==> src/hdl/htfd_pkg.sv <==
// Shared types and constants for the humidity/temperature frame decoder.
package htfd_pkg;

  // CRC-8 over each data pair, MSB first, no final xor
  localparam logic [7:0]  CRC_POLY    = 8'h31;
  localparam logic [7:0]  CRC_INIT    = 8'hFF;

  // Scaling: value = floor(GAIN * raw / 65535) - OFFSET
  localparam logic [16:0] DIV_BASE    = 17'h0FFFF;
  localparam logic [14:0] TEMP_GAIN   = 15'd17500;
  localparam logic [15:0] TEMP_OFFSET = 16'd4500;
  localparam logic [13:0] HUM_GAIN    = 14'd12500;
  localparam logic [13:0] HUM_OFFSET  = 14'd600;
  localparam logic [13:0] HUM_MAX     = 14'd10000;

  // Position of the next byte within the six-byte reply
  typedef enum logic [2:0] {
    POS_T_HI  = 3'd0,
    POS_T_LO  = 3'd1,
    POS_T_CRC = 3'd2,
    POS_H_HI  = 3'd3,
    POS_H_LO  = 3'd4,
    POS_H_CRC = 3'd5
  } htfd_pos_e;

  typedef struct packed {
    logic [7:0] rx_byte;
    logic       frame_start;
  } htfd_in_t;

  typedef struct packed {
    logic signed [14:0] temp_centi;
    logic [13:0]        humidity_centi;
    logic               status;
  } htfd_out_t;

  // Frame tracker to top level: closing byte present, CRC failure flag and the assembled raw words
  typedef struct packed {
    logic        last;
    logic        bad;
    logic [15:0] raw_temp;
    logic [15:0] raw_hum;
  } htfd_frame_t;

endpackage

==> src/hdl/humidity_temp_frame_decoder_top.sv <==
// Top level of the humidity/temperature frame decoder: frame tracker, scaler, result register.
//
//  channel | direction | handshake                  | payload
//  --------+-----------+----------------------------+------------------------------
//  in      | input     | in_valid_i / in_stall_o    | rx_byte, frame_start
//  out     | output    | out_valid_o / out_stall_i  | temp_centi, humidity_centi, status
//
// One byte is taken every cycle while in_stall_o is low; each byte passes through the input register
// and the result of a sixth byte is loaded from there into the result register.
// Reset returns the byte position to the start of a frame and the CRC to 0xFF.
// A stall on the output only holds the input side when a sixth byte is waiting
// for a full result register; all other bytes keep flowing.
module humidity_temp_frame_decoder_top (
  input  logic                clk_i,
  input  logic                rst_ni,
  input  logic                in_valid_i,
  output logic                in_stall_o,
  input  htfd_pkg::htfd_in_t  in_data_i,
  output logic                out_valid_o,
  input  logic                out_stall_i,
  output htfd_pkg::htfd_out_t out_data_o
);
  import htfd_pkg::*;

  htfd_frame_t        frame;
  logic               result_ready;
  logic               load;
  logic signed [14:0] temp_centi;
  logic [13:0]        humidity_centi;
  logic               out_valid_q, out_valid_d;
  htfd_out_t          out_data_q, out_data_d;

  // Result register can take a new transfer when empty or being drained
  assign result_ready = !out_valid_q || !out_stall_i;

  htfd_frame u_frame (
    .clk_i          (clk_i),
    .rst_ni         (rst_ni),
    .in_valid_i     (in_valid_i),
    .in_stall_o     (in_stall_o),
    .in_data_i      (in_data_i),
    .result_ready_i (result_ready),
    .frame_o        (frame)
  );

  htfd_scale u_scale (
    .raw_temp_i       (frame.raw_temp),
    .raw_hum_i        (frame.raw_hum),
    .temp_centi_o     (temp_centi),
    .humidity_centi_o (humidity_centi)
  );

  assign load = frame.last && result_ready;

  // Zero both values on a CRC mismatch
  always_comb begin
    out_data_d = out_data_q;
    if (load) begin
      out_data_d.status         = frame.bad;
      out_data_d.temp_centi     = frame.bad ? '0 : temp_centi;
      out_data_d.humidity_centi = frame.bad ? '0 : humidity_centi;
    end
  end

  // Hold the result while stalled, drop it once the transfer completes
  always_comb begin
    if (load) begin
      out_valid_d = 1'b1;
    end else if (!out_stall_i) begin
      out_valid_d = 1'b0;
    end else begin
      out_valid_d = out_valid_q;
    end
  end

  always_ff @(posedge clk_i or negedge rst_ni) begin
    if (!rst_ni) begin
      out_valid_q <= 1'b0;
    end else begin
      out_valid_q <= out_valid_d;
    end
  end

  always_ff @(posedge clk_i) begin
    out_data_q <= out_data_d;
  end

  assign out_valid_o = out_valid_q;
  assign out_data_o  = out_data_q;

endmodule

==> src/hdl/htfd_scale.sv <==
// Fixed-point scaling of raw temperature and humidity words.
module htfd_scale (
  input  logic [15:0]        raw_temp_i,
  input  logic [15:0]        raw_hum_i,
  output logic signed [14:0] temp_centi_o,
  output logic [13:0]        humidity_centi_o
);
  import htfd_pkg::*;

  logic [30:0] prod_t;
  logic [14:0] q0_t;
  logic [16:0] r0_t;
  logic [14:0] q_t;
  logic [15:0] t_wide;

  logic [29:0] prod_h;
  logic [13:0] q0_h;
  logic [16:0] r0_h;
  logic [13:0] q_h;
  logic [13:0] h_sub;

  // x / 65535: x = q0*65536 + lo = q0*65535 + (q0 + lo); one correction suffices
  assign prod_t = {16'd0, TEMP_GAIN} * {15'd0, raw_temp_i};
  assign q0_t   = prod_t[30:16];
  assign r0_t   = {1'b0, prod_t[15:0]} + {2'd0, q0_t};
  assign q_t    = q0_t + {14'd0, (r0_t >= DIV_BASE)};
  assign t_wide = {1'b0, q_t} - TEMP_OFFSET;
  assign temp_centi_o = $signed(t_wide[14:0]);

  assign prod_h = {16'd0, HUM_GAIN} * {14'd0, raw_hum_i};
  assign q0_h   = prod_h[29:16];
  assign r0_h   = {1'b0, prod_h[15:0]} + {3'd0, q0_h};
  assign q_h    = q0_h + {13'd0, (r0_h >= DIV_BASE)};
  assign h_sub  = q_h - HUM_OFFSET;

  // Saturate to 0..HUM_MAX
  always_comb begin
    if (q_h < HUM_OFFSET) begin
      humidity_centi_o = '0;
    end else if (h_sub > HUM_MAX) begin
      humidity_centi_o = HUM_MAX;
    end else begin
      humidity_centi_o = h_sub;
    end
  end

endmodule

==> src/hdl/htfd_frame.sv <==
// Input register, byte position tracking and CRC checking of the reply frame.
module htfd_frame (
  input  logic                   clk_i,
  input  logic                   rst_ni,
  input  logic                   in_valid_i,
  output logic                   in_stall_o,
  input  htfd_pkg::htfd_in_t     in_data_i,
  input  logic                   result_ready_i,
  output htfd_pkg::htfd_frame_t  frame_o
);
  import htfd_pkg::*;

  function automatic logic [7:0] crc8_byte(input logic [7:0] crc_in, input logic [7:0] b);
    logic [7:0] c;
    c = crc_in ^ b;
    for (int i = 0; i < 8; i++) begin
      c = c[7] ? ({c[6:0], 1'b0} ^ CRC_POLY) : {c[6:0], 1'b0};
    end
    return c;
  endfunction

  logic        s1_valid_q, s1_valid_d;
  htfd_in_t    s1_data_q;
  htfd_pos_e   pos_q, pos_d, pos_eff;
  logic [7:0]  crc_q, crc_d, crc_base, crc_next;
  logic [15:0] raw_t_q, raw_t_d;
  logic [7:0]  hum_hi_q, hum_hi_d;
  logic [7:0]  hum_lo_q, hum_lo_d;
  logic        tbad_q, tbad_d;
  logic        is_last;
  logic        advance;
  logic        accept;
  logic [7:0]  b;

  assign b = s1_data_q.rx_byte;

  // Resync on frame_start or an unused position
  always_comb begin
    if (s1_data_q.frame_start) begin
      pos_eff = POS_T_HI;
    end else begin
      case (pos_q)
        POS_T_HI, POS_T_LO, POS_T_CRC, POS_H_HI, POS_H_LO, POS_H_CRC: pos_eff = pos_q;
        default: pos_eff = POS_T_HI;
      endcase
    end
  end

  assign crc_base = (pos_eff == POS_T_HI || pos_eff == POS_H_HI) ? CRC_INIT : crc_q;
  assign crc_next = crc8_byte(crc_base, b);

  assign is_last    = (pos_eff == POS_H_CRC);
  assign advance    = s1_valid_q && (!is_last || result_ready_i);
  assign in_stall_o = s1_valid_q && !advance;
  assign accept     = in_valid_i && !in_stall_o;
  assign s1_valid_d = accept || (s1_valid_q && !advance);

  // Next state
  always_comb begin
    pos_d    = pos_q;
    crc_d    = crc_q;
    raw_t_d  = raw_t_q;
    hum_hi_d = hum_hi_q;
    hum_lo_d = hum_lo_q;
    tbad_d   = tbad_q;
    if (advance) begin
      case (pos_eff)
        POS_T_HI: begin
          crc_d   = crc_next;
          raw_t_d = {b, 8'h00};
          pos_d   = POS_T_LO;
        end
        POS_T_LO: begin
          crc_d   = crc_next;
          raw_t_d = {raw_t_q[15:8], b};
          pos_d   = POS_T_CRC;
        end
        POS_T_CRC: begin
          tbad_d = (crc_q != b);
          crc_d  = CRC_INIT;
          pos_d  = POS_H_HI;
        end
        POS_H_HI: begin
          crc_d    = crc_next;
          hum_hi_d = b;
          pos_d    = POS_H_LO;
        end
        POS_H_LO: begin
          crc_d    = crc_next;
          hum_lo_d = b;
          pos_d    = POS_H_CRC;
        end
        default: begin
          crc_d = CRC_INIT;
          pos_d = POS_T_HI;
        end
      endcase
    end
  end

  // Outputs
  always_comb begin
    frame_o.last     = s1_valid_q && is_last;
    frame_o.bad      = tbad_q || (crc_q != b);
    frame_o.raw_temp = raw_t_q;
    frame_o.raw_hum  = {hum_hi_q, hum_lo_q};
  end

  always_ff @(posedge clk_i or negedge rst_ni) begin
    if (!rst_ni) begin
      s1_valid_q <= 1'b0;
      pos_q      <= POS_T_HI;
      crc_q      <= CRC_INIT;
      raw_t_q    <= '0;
      hum_hi_q   <= '0;
      hum_lo_q   <= '0;
      tbad_q     <= 1'b0;
    end else begin
      s1_valid_q <= s1_valid_d;
      pos_q      <= pos_d;
      crc_q      <= crc_d;
      raw_t_q    <= raw_t_d;
      hum_hi_q   <= hum_hi_d;
      hum_lo_q   <= hum_lo_d;
      tbad_q     <= tbad_d;
    end
  end

  // Payload register, no reset
  always_ff @(posedge clk_i) begin
    if (accept) begin
      s1_data_q <= in_data_i;
    end
  end

endmodule

==> config.mk <==
export PLATFORM = sky130hd
export DESIGN_NAME = humidity_temp_frame_decoder_top
export DESIGN_NICKNAME = d
export VERILOG_FILES = /design/src/hdl/htfd_pkg.sv /design/src/hdl/humidity_temp_frame_decoder_top.sv /design/src/hdl/htfd_scale.sv /design/src/hdl/htfd_frame.sv
export SDC_FILE = /design/constraint.sdc
export NUM_CORES = 1
export LEC_CHECK = 0
export BUFFER_PORTS_ARGS = -buffer_cell sky130_fd_sc_hd__buf_2
export CORE_UTILIZATION = 49
export CTS_CLUSTER_SIZE = 8
export DETAILED_ROUTE_END_ITERATION = 7
export PLACE_DENSITY = 0.69
export SYNTH_ARGS = -nofsm -noshare
export SYNTH_HDL_FRONTEND = slang
export SYNTH_HIERARCHICAL = 1
export SYNTH_SLANG_ARGS = --single-unit
==> constraint.sdc <==
create_clock -name clk_i -period 9.2 [get_ports clk_i]
set_clock_uncertainty 0.15 [all_clocks]
set_input_delay 0.46 -clock clk_i [delete_from_list [all_inputs] [get_ports clk_i]]
set_output_delay 0.46 -clock clk_i [all_outputs]
set_load 0.05 [all_outputs]
==> flow_metrics.py, run 1 <==
metrics = {
    "setup_path": {
        "cp.required_ns": 9.25,
        "cp-endpoint": "out_data_o[6]$_SDFFCE_PP0P_",
        "reg2reg_slack_ns": -0.11,
        "reg2reg_depth": 42,
        "timing.rr.end": "out_data_o[6]$_SDFFCE_PP0P_",
        "crit_fanout": 7,
        "slowest_stage": "fa_1",
        "crit_start": "u_frame/hum_hi_q[0]$_DFFE_PN0P_",
        "cp-end-kind": "flip-flop",
        "worst-setup-path-type": "reg2reg",
        "slowest_delay_ns": 0.53,
        "worstReg2RegStart": "u_frame/hum_hi_q[0]$_DFFE_PN0P_",
        "start_kind": "flip-flop",
        "worstPathArrival_ns": 9.36,
    },
    "detailed_routing": {
        "drtAntennaViolNets": 0,
        "wl_met1_um": 15000,
        "met3WireLength_um": 1050,
        "top_layer": "met4",
        "route.met2.wl_um": 16300,
        "vias_per_cell": 5.48,
        "dr.pass1.iters": 5,
        "dr.first_iter.drc_count": 577,
        "drt-total-wl_um": 33100,
        "drc": 0,
        "wl_per_cell_um": 16.4,
        "vias": 11060,
    },
    "sta": {
        "whs_ns": 0.112,
        "final_max_slew_viol_count": 0,
        "rsz0062_at_grt": "true",
        "max_slew.worst_pin.slew_ns": 1.07,
        "relSlewSlack_pct": 28.6,
        "fin_crit_ns": 9.31,
        "layout_setup_ws_ns": -0.113,
        "finalCritPeriodShare_pct": 101,
        "fmax_ghz": 0.107,
        "setup_viol": 11,
        "hold_viol": 0,
    },
    "floorplanning": {
        "coreArea_mm2": 0.0273,
        "die_area_mm2": 0.0287,
        "die_x_um": 169,
        "ios": 45,
        "row_count": 60,
        "start_util_pct": 50.4,
        "fp.dieH_um": 169,
    },
    "yosys": {
        "ys_seq_elements": 85,
        "syn_avg_cell_area_um2": 9.41,
        "synth-main-ff-cell": "edfxtp_1",
        "synthAdderAreaFrac_pct": 34.0,
        "synth-simple-area-share_pct": 12.6,
        "seq_area_frac_synth_pct": 17.0,
        "muxShareOfSynthArea_pct": 1.78,
        "yosysWarnings": 6,
        "synth_area_mm2": 0.0137,
        "async_flop_share_pct": 54.1,
        "syn_inst": 1458,
        "synth_compound_area_share_pct": 17.4,
        "synth_xor_area_share_pct": 8.79,
        "synth_top_family_by_area": "adder cells",
        "synth_edf_count": 39,
        "synth_cell_types": 108,
        "syn_nets": 1794,
    },
    "final_layout": {
        "antenna_cells": 0,
        "post-route-util_pct": 61.4,
        "syn2layout_area_growth_pct": 21.9,
        "nets": 1979,
        "drive_gt1_share_pct": 27.1,
        "fillers": 2255,
    },
    "placed_design": {
        "io_buffer_count": 44,
        "gp_congestion": 0.938,
        "dpl.hpwl_um": 26500,
    },
    "clock_network": {
        "cts_tree": "built",
        "numCtsBuffers": 9,
        "clk_pin_slew_ns": 0.07,
        "max-clock-path-buffers": 2,
        "cts_num_sinks": 85,
        "clk_latency_ns": 0.36,
        "ctsHtreeMaxLevel": 3,
        "ctsRootBufferMaster": "clkbuf_16",
        "ctsHoldBuffers": 0,
    },
    "grt": {
        "grt_max_degree": 47,
        "track_usage_pct": 23.0,
        "overflow": 0,
        "grt_pass1_vias": 10971,
        "grt_pass1_wl_um": 53100,
        "antenna_found_initial": 0,
    },
    "outcome": {
        "status": "finished with violations",
        "violations": "negative setup slack",
    },
    "worst_hold_path": {
        "hold_class": "in2async",
    },
    "job": {
        "max_cap_violations": 0,
    },
}
==> worst max-delay path, delay by kind of cell (launching register included) <==
family | cells | cell delay (ns)
buffers and inverters | 5 | 0.38
xor gates and xnor gates | 3 | 0.50
adders and majority gates | 11 | 3.57
AOI/OAI and AO/OA | 15 | 3.18
and+or+nand+nor | 7 | 0.70
muxes | 1 | 0.22
DFF | 1 | 0.43
==> layer usage <==
layer	up-vias	global-route usage (%)
met5	-	0
met4	0	6.78
met3	61	2.89
met2	223	40.1
met1	5322	29.8
li1	5454	-
==> cell usage after synthesis (7+ instances only) <==
cell type | instances | area share (%)
inv_1 | 247 | 6.8
edfxtp_1 | 39 | 8.5
nor4_1 | 10 | 0.46
a21o_1 | 25 | 1.4
nor2b_1 | 22 | 1.0
nor3_1 | 23 | 0.84
o21ai_0 | 33 | 1.2
nand2b_1 | 10 | 0.46
o211ai_1 | 14 | 0.77
o21ai_1 | 10 | 0.36
and3_1 | 8 | 0.36
nor2b_4 | 10 | 1.0
xnor2_1 | 83 | 5.3
a21oi_1 | 62 | 2.3
buf_2 | 8 | 0.29
o22ai_1 | 11 | 0.50
a31oi_1 | 8 | 0.36
o21a_1 | 9 | 0.49
nand4_1 | 17 | 0.77
a211oi_1 | 20 | 1.1
xor2_1 | 38 | 2.4
ha_1 | 240 | 22
clkbuf_1 | 21 | 0.57
nand2_1 | 77 | 2.1
dfstp_2 | 8 | 1.5
fa_1 | 83 | 12
nor2_1 | 39 | 1.1
o21bai_1 | 15 | 0.82
o31ai_1 | 12 | 0.66
nand3_1 | 21 | 0.77
o31a_1 | 11 | 0.70
mux2_2 | 19 | 1.6
or3_1 | 8 | 0.36
dfrtp_1 | 38 | 6.9
and2_1 | 9 | 0.41
and2b_1 | 7 | 0.38
==> final cells by class <==
class	instances	area [um2]	share of cell area [%]
flip-flops and latches	85	2340	14.0
multi-input cells	1085	11200	66.7
clock inverters	6	61.3	0.366
inverters	250	945	5.64
repair buffers	212	1510	9.00
clock buffers	10	250	1.49
well taps	372	465	2.78
==> layout by cell type (no fill, tap or decap), types with 15 or more instances in the layout <==
cell type / instances
nor3_1: 21
fa_1: 81
edfxtp_1: 39
o21ai_0: 32
nand4_1: 17
nor2_1: 37
a21oi_1: 48
nand2_1: 73
xnor2_1: 78
o21bai_1: 15
dfrtp_1: 28
mux2_2: 16
nand3_1: 18
inv_1: 241
buf_2: 45
buf_4: 162
nor2b_1: 21
a21o_1: 25
ha_1: 207
a21oi_2: 17
ha_4: 29
xor2_1: 34
==> through the flow <==
stage / setup WS [ns] / instances / TNS, ns / area, um2
detailed placement: -0.334 / 1969 / -3.74 / 15400
finish: -0.113 / 2020 / -0.893 / 16700
floorplan: 0.00433 / 1458 / 0 / 14000
global placement: -0.0906 / 1969 / -0.723 / 15400
CTS: -0.00935 / 1998 / -0.0144 / 16200
global route: -0.569 / 2020 / -6.89 / 16700
==> worst min path at each step <==
| stage | from | endpoint | slack [ns] | cells past startpoint |
|---|---|---|---|---|
| after global placement | u_frame/tbad_q$_DFFE_PN0P_ | u_frame/tbad_q$_DFFE_PN0P_ | 0.34 | 2 |
| after CTS | in_data_i[6] | u_frame/b[5]$_DFFE_PP_ | 0.12 | 1 |
| after floorplan | rst_ni | out_valid_o$_DFFE_PN0P_ | 0.01 | 0 |
| after global routing | in_data_i[6] | u_frame/b[5]$_DFFE_PP_ | 0.12 | 1 |
| after detailed placement | u_frame/tbad_q$_DFFE_PN0P_ | u_frame/tbad_q$_DFFE_PN0P_ | 0.36 | 2 |
| final | rst_ni | u_frame/pos_q[0]$_DFFE_PN0N_ | 0.11 | 1 |
==> flip-flops by register name (all words and copies together) (netlist names) <==
signal / flops
u_frame/s1_data_q: 1
out_data_o: 30
out_valid_o: 1
u_frame/tbad_q: 1
u_frame/raw_t_q: 16
u_frame/b: 8
u_frame/s1_valid_q: 1
u_frame/crc_q: 8
u_frame/hum_hi_q: 8
u_frame/pos_q: 3
u_frame/hum_lo_q: 8
==> cell families after synthesis <==
logic type                 count (synthesis)
xor gates and xnor gates                 128
muxes                                     22
and+or+nand+nor                          296
adders and majority gates                323
buffers and inverters                    288
AOI/OAI and AO/OA                        316
DFF                                       85
==> what timing repair did <==
item / CTS / global route
endpoints found under the setup margin: 14 / 22
pin swaps: 31 / 23
gates cloned: 0 / 1
buffers inserted: 13 / 21
gates resized for setup: 44 / 70
Power of run 1 is not shown: default switching activity piles up to over one toggle a cycle in this logic, so the estimate is an artifact.
==> run 2, diff against run 1 <==
- RECOVER_POWER: unset -> 100
==> run 2 against run 1 <==
Worst hold slack improved by 0.019 ns. Sequential share of layout area barely moved. Register-to-register slack better by 0.02 ns. Non-clock buffer count stayed put. The run ends with max-capacitance violations, max-slew violations, negative setup slack left. Core utilization shrank 0.20 points.
==> flow_metrics.py, run 2 (synthesized netlist as in run 1, its figures left out) <==
metrics = {
    "sta": {
        "layout_setup_ws_ns": -0.0926,
        "max_slew.worst_pin.slew_ns": 2.49,
        "hold_viol": 0,
        "setup_tns_ns": -0.737,
        "relSlewSlack_pct": -65.8,
        "finalCritPeriodShare_pct": 101,
        "setup_viol": 10,
        "final_max_slew_viol_count": 47,
        "rsz0062_at_grt": "true",
        "fmax_ghz": 0.108,
        "fin_crit_ns": 9.29,
    },
    "floorplanning": {
        "die_x_um": 169,
        "coreArea_mm2": 0.0273,
        "ios": 45,
        "fp.dieH_um": 169,
        "start_util_pct": 50.4,
        "row_count": 60,
        "die_area_mm2": 0.0287,
    },
    "grt": {
        "grt_max_degree": 47,
        "grt_pass1_vias": 10971,
        "antenna_found_initial": 0,
        "track_usage_pct": 23.0,
        "overflow": 0,
        "grt_pass1_wl_um": 53100,
    },
    "detailed_routing": {
        "dr.pass1.iters": 5,
        "drtAntennaViolNets": 0,
        "drc": 0,
        "wl_per_cell_um": 16.4,
        "dr.first_iter.drc_count": 624,
        "vias_per_cell": 5.46,
        "drt-total-wl_um": 33100,
        "vias": 11037,
    },
    "clock_network": {
        "ctsHtreeMaxLevel": 3,
        "numCtsBuffers": 9,
        "clk_pin_slew_ns": 0.07,
        "ctsRootBufferMaster": "clkbuf_16",
        "clk_latency_ns": 0.36,
        "cts_num_sinks": 85,
        "cts_tree": "built",
        "max-clock-path-buffers": 2,
    },
    "placed_design": {
        "pre_cts_slack_ns": -0.334,
        "gp_congestion": 0.938,
        "dpl.hpwl_um": 26500,
        "io_buffer_count": 44,
        "dp.cells": 1969,
    },
    "final_layout": {
        "nets": 1979,
        "most-common-layout-cells": "241 x inv_1, 207 x ha_1, 161 x buf_4",
        "antenna_cells": 0,
        "final_common_cell": "inv_1",
        "largest_register_ffs": 30,
        "drive_gt1_share_pct": 25.0,
        "syn2layout_area_growth_pct": 21.5,
        "final_cells": 2020,
        "fillers": 2282,
    },
    "outcome": {
        "violations": "max-capacitance violations, max-slew violations, negative setup slack",
        "status": "finished with violations",
    },
    "setup_path": {
        "worst-setup-path-type": "reg2reg",
        "slowest_stage": "fa_1",
        "cp_top_family": "adder cells",
        "start_kind": "flip-flop",
        "slowest_delay_ns": 0.53,
        "crit_fanout": 7,
        "cp.required_ns": 9.25,
        "cp-end-kind": "flip-flop",
        "reg2reg_slack_ns": -0.09,
        "worstPathArrival_ns": 9.35,
        "worst-path-buf-inv": 5,
    },
    "job": {
        "max_cap_violations": 1,
    },
    "worst_hold_path": {
        "hold_class": "in2reg",
    },
}
[run 2: cell types whose count changed in the layout (fill, tap and decap cells not counted)]
| cell | change |
|---|---|
| nor4_1 | +1 |
| buf_4 | -1 |
| clkbuf_1 | +33 |
| o21bai_1 | +1 |
| nor4_2 | -1 |
| buf_2 | -32 |
| o21bai_2 | -1 |
| o21ai_1 | -1 |
| o21ai_0 | +1 |
[run 2: final timing paths]
kind | startpoint | endpoint | cells after the start
hold reg to reg | u_frame/tbad_q$_DFFE_PN0P_ | u_frame/tbad_q$_DFFE_PN0P_ | 2
setup reg to reg | u_frame/hum_hi_q[0]$_DFFE_PN0P_ | out_data_o[6]$_SDFFCE_PP0P_ | 42
min in group asynchronous | rst_ni | out_valid_o$_DFFE_PN0P_ | 1
max in group asynchronous | rst_ni | u_frame/hum_lo_q[5]$_DFFE_PN0P_ | 1
hold / removal | in_data_i[6] | u_frame/b[5]$_DFFE_PP_ | 1
setup / recovery | u_frame/hum_hi_q[0]$_DFFE_PN0P_ | out_data_o[6]$_SDFFCE_PP0P_ | 42
[run 2: per-layer routing]
metal | share of wire [%] | track usage (%) | vias to the layer above
li1 | - | - | 5457
met1 | 45 | 29.8 | 5315
met2 | 49 | 40.1 | 205
met3 | 3.0 | 2.89 | 60
met4 | 2.4 | 6.78 | 0
met5 | 0 | 0 | -
[run 2: per-stage QoR]
stage	cell area, um2	utilization (%)	hold slack (ns)
floorplan	14000	-	0.0144
global route	16700	61.2	0.118
global placement	15400	56.6	0.344
detailed placement	15400	56.6	0.361
CTS	16200	59.5	0.118
finish	16700	61.2	0.131
[run 2: area by class of cell]
cell class | count | area [um2] | share of cell area, %
clock buffers | 10 | 250 | 1.50
well taps | 372 | 465 | 2.79
flip-flops and latches | 85 | 2340 | 14.1
multi-input cells | 1085 | 11200 | 66.9
inverters | 250 | 945 | 5.66
clock inverters | 6 | 61.3 | 0.367
repair buffers | 212 | 1460 | 8.77
[run 2: repair_timing]
| action | CTS | global route |
|---|---|---|
| pin swaps | 31 | 23 |
| cloned | 0 | 1 |
| resized for setup | 44 | 70 |
| setup endpoints to repair | 14 | 22 |
| buffers inserted | 13 | 21 |
| hold buffers | 0 | 0 |
Power of run 2 is left out for the same reason.
==> run 3, diff against run 2 <==
- PLACE_DENSITY: 0.69 -> 0.66
- clock period: 9.2 -> 8.77 ns (I/O delays scaled with it)
==> run 3 against run 2 <==
The flow still finishes with violations (max-capacitance violations, max-slew violations, negative setup slack). Via count increased by 1.8%. Worst hold slack worse by 0.023 ns. First-iteration DRC count decreased by 15%. Sequential share of layout area fell by 0.30 points. Maximum frequency up 0.25%. Die area unchanged. Critical path type unchanged.
==> flow_metrics.py, run 3 (synthesized netlist as in run 1, its figures left out) <==
metrics = {
    "detailed_routing": {
        "drc": 0,
        "top_layer": "met4",
        "drt-total-wl_um": 33100,
        "dr.pass1.iters": 5,
        "wl_met1_um": 15300,
        "route.met2.wl_um": 16200,
        "dr.first_iter.drc_count": 532,
        "met3WireLength_um": 805,
        "vias_per_cell": 5.38,
        "vias": 11241,
        "wl_per_cell_um": 15.8,
        "drtAntennaViolNets": 0,
    },
    "final_layout": {
        "most-common-layout-cells": "243 x inv_1, 230 x buf_4, 209 x ha_1",
        "drive_gt1_share_pct": 27.5,
        "final_common_cell": "inv_1",
        "post-route-util_pct": 62.5,
        "antenna_cells": 0,
        "nets": 2049,
        "fillers": 2272,
        "syn2layout_area_growth_pct": 24.0,
        "largest_register_ffs": 30,
    },
    "grt": {
        "antenna_found_initial": 0,
        "grt_max_degree": 47,
        "track_usage_pct": 23.5,
        "grt_pass1_wl_um": 54200,
        "overflow": 0,
        "grt_pass1_vias": 11398,
    },
    "outcome": {
        "violations": "max-capacitance violations, max-slew violations, negative setup slack",
        "status": "finished with violations",
    },
    "floorplanning": {
        "row_count": 60,
        "coreArea_mm2": 0.0273,
        "ios": 45,
        "fp.dieH_um": 169,
        "die_x_um": 169,
        "start_util_pct": 50.4,
        "die_area_mm2": 0.0287,
    },
    "setup_path": {
        "slowest_delay_ns": 0.54,
        "cp-end-kind": "flip-flop",
        "crit_fanout": 11,
        "worstPathArrival_ns": 9.20,
        "cp_top_family": "compound AO/OA/AOI/OAI gates",
        "cp.required_ns": 8.70,
        "start_kind": "flip-flop",
        "path_common_cell": "ha_4",
        "slowest_stage": "fa_1",
        "worst-setup-path-type": "reg2reg",
        "worst-path-buf-inv": 4,
    },
    "job": {
        "max_cap_violations": 1,
    },
    "worst_hold_path": {
        "hold_class": "in2reg",
    },
    "sta": {
        "setup_viol": 14,
        "relSlewSlack_pct": -68.4,
        "layout_setup_ws_ns": -0.500,
        "max_slew.worst_pin.slew_ns": 2.53,
        "hold_viol": 0,
        "rsz0062_at_grt": "true",
        "finalCritPeriodShare_pct": 106,
        "fmax_ghz": 0.108,
        "final_max_slew_viol_count": 47,
        "fin_crit_ns": 9.27,
    },
    "clock_network": {
        "ctsHtreeMaxLevel": 3,
        "cts_num_sinks": 85,
        "clk_latency_ns": 0.36,
        "clk_pin_slew_ns": 0.08,
        "ctsRootBufferMaster": "clkbuf_16",
        "cts_tree": "built",
        "ctsHoldBuffers": 0,
        "numCtsBuffers": 9,
        "max-clock-path-buffers": 2,
    },
    "placed_design": {
        "gp_congestion": 0.930,
        "dpl.hpwl_um": 27200,
        "io_buffer_count": 44,
    },
}
-- run 3: changes by cell type in the layout (fill, tap and decap cells not counted), sizes merged --
cell      before  now
clkinvlp       2    0
buf          179  248
clkbuf        43   44
inv          253  255
nor2          41   42
clkinv         1    0
-- run 3: final timing paths --
check                           depth (start not counted)                              end                       startpoint  slack [ns]
worst max register to register                         41      out_data_o[5]$_SDFFCE_PP0P_  u_frame/hum_lo_q[4]$_DFFE_PN0P_       -0.50
worst min register to register                          2       u_frame/tbad_q$_DFFE_PN0P_       u_frame/tbad_q$_DFFE_PN0P_        0.37
worst max-delay path                                   41      out_data_o[5]$_SDFFCE_PP0P_  u_frame/hum_lo_q[4]$_DFFE_PN0P_       -0.50
worst min-delay path                                    1   u_frame/s1_data_q[0]$_DFFE_PP_                     in_data_i[0]        0.11
min in group asynchronous                               1          out_valid_o$_DFFE_PN0P_                           rst_ni        0.71
max in group asynchronous                               1  u_frame/raw_t_q[13]$_DFFE_PN0P_                           rst_ni        6.13
-- run 3: area by class of cell --
cell class / instances / area [um2] / share of cell area (%)
flip-flops and latches: 85 / 2340 / 13.8
repair buffers: 281 / 1990 / 11.7
inverters: 250 / 941 / 5.53
multi-input cells: 1086 / 11000 / 64.6
well taps: 372 / 465 / 2.73
clock inverters: 5 / 43.8 / 0.257
clock buffers: 11 / 254 / 1.49
-- run 3: per-layer routing --
metal | global-route usage [%] | vias to the layer above
li1 | - | 5596
met1 | 30.1 | 5401
met2 | 41.5 | 195
met3 | 2.19 | 49
met4 | 7.36 | 0
met5 | 0 | -
-- run 3: worst reg2reg max path, delay by kind of cell, from the launching register on --
kind	cells	cell delay [ns]
compound gates	16	3.35
buf+inv	4	0.35
mux	1	0.18
simple gates	7	0.86
flops	1	0.46
fa+ha+maj	10	3.16
xor+xnor	3	0.46
-- run 3: repair_timing --
action / CTS / global route
pin swaps: 25 / 33
gates cloned: 1 / 0
gates resized for setup: 32 / 50
setup endpoints to repair: 17 / 26
buffers inserted: 11 / 17
-- run 3: stage by stage --
| stage | cell area [um2] | hold slack (ns) | std cells | setup TNS, ns | setup slack, ns |
|---|---|---|---|---|---|
| final | 17000 | 0.108 | 2090 | -6.35 | -0.500 |
| after CTS | 16700 | 0.0957 | 2073 | -5.94 | -0.476 |
| after global routing | 17000 | 0.0919 | 2090 | -11.74 | -0.910 |
| after global placement | 16100 | 0.345 | 2045 | -5.26 | -0.417 |
| after floorplan | 14100 | -0.00709 | 1458 | -4.82 | -0.413 |
| after detailed placement | 16100 | 0.354 | 2045 | -8.40 | -0.647 |
Power of run 3 is left out for the same reason.
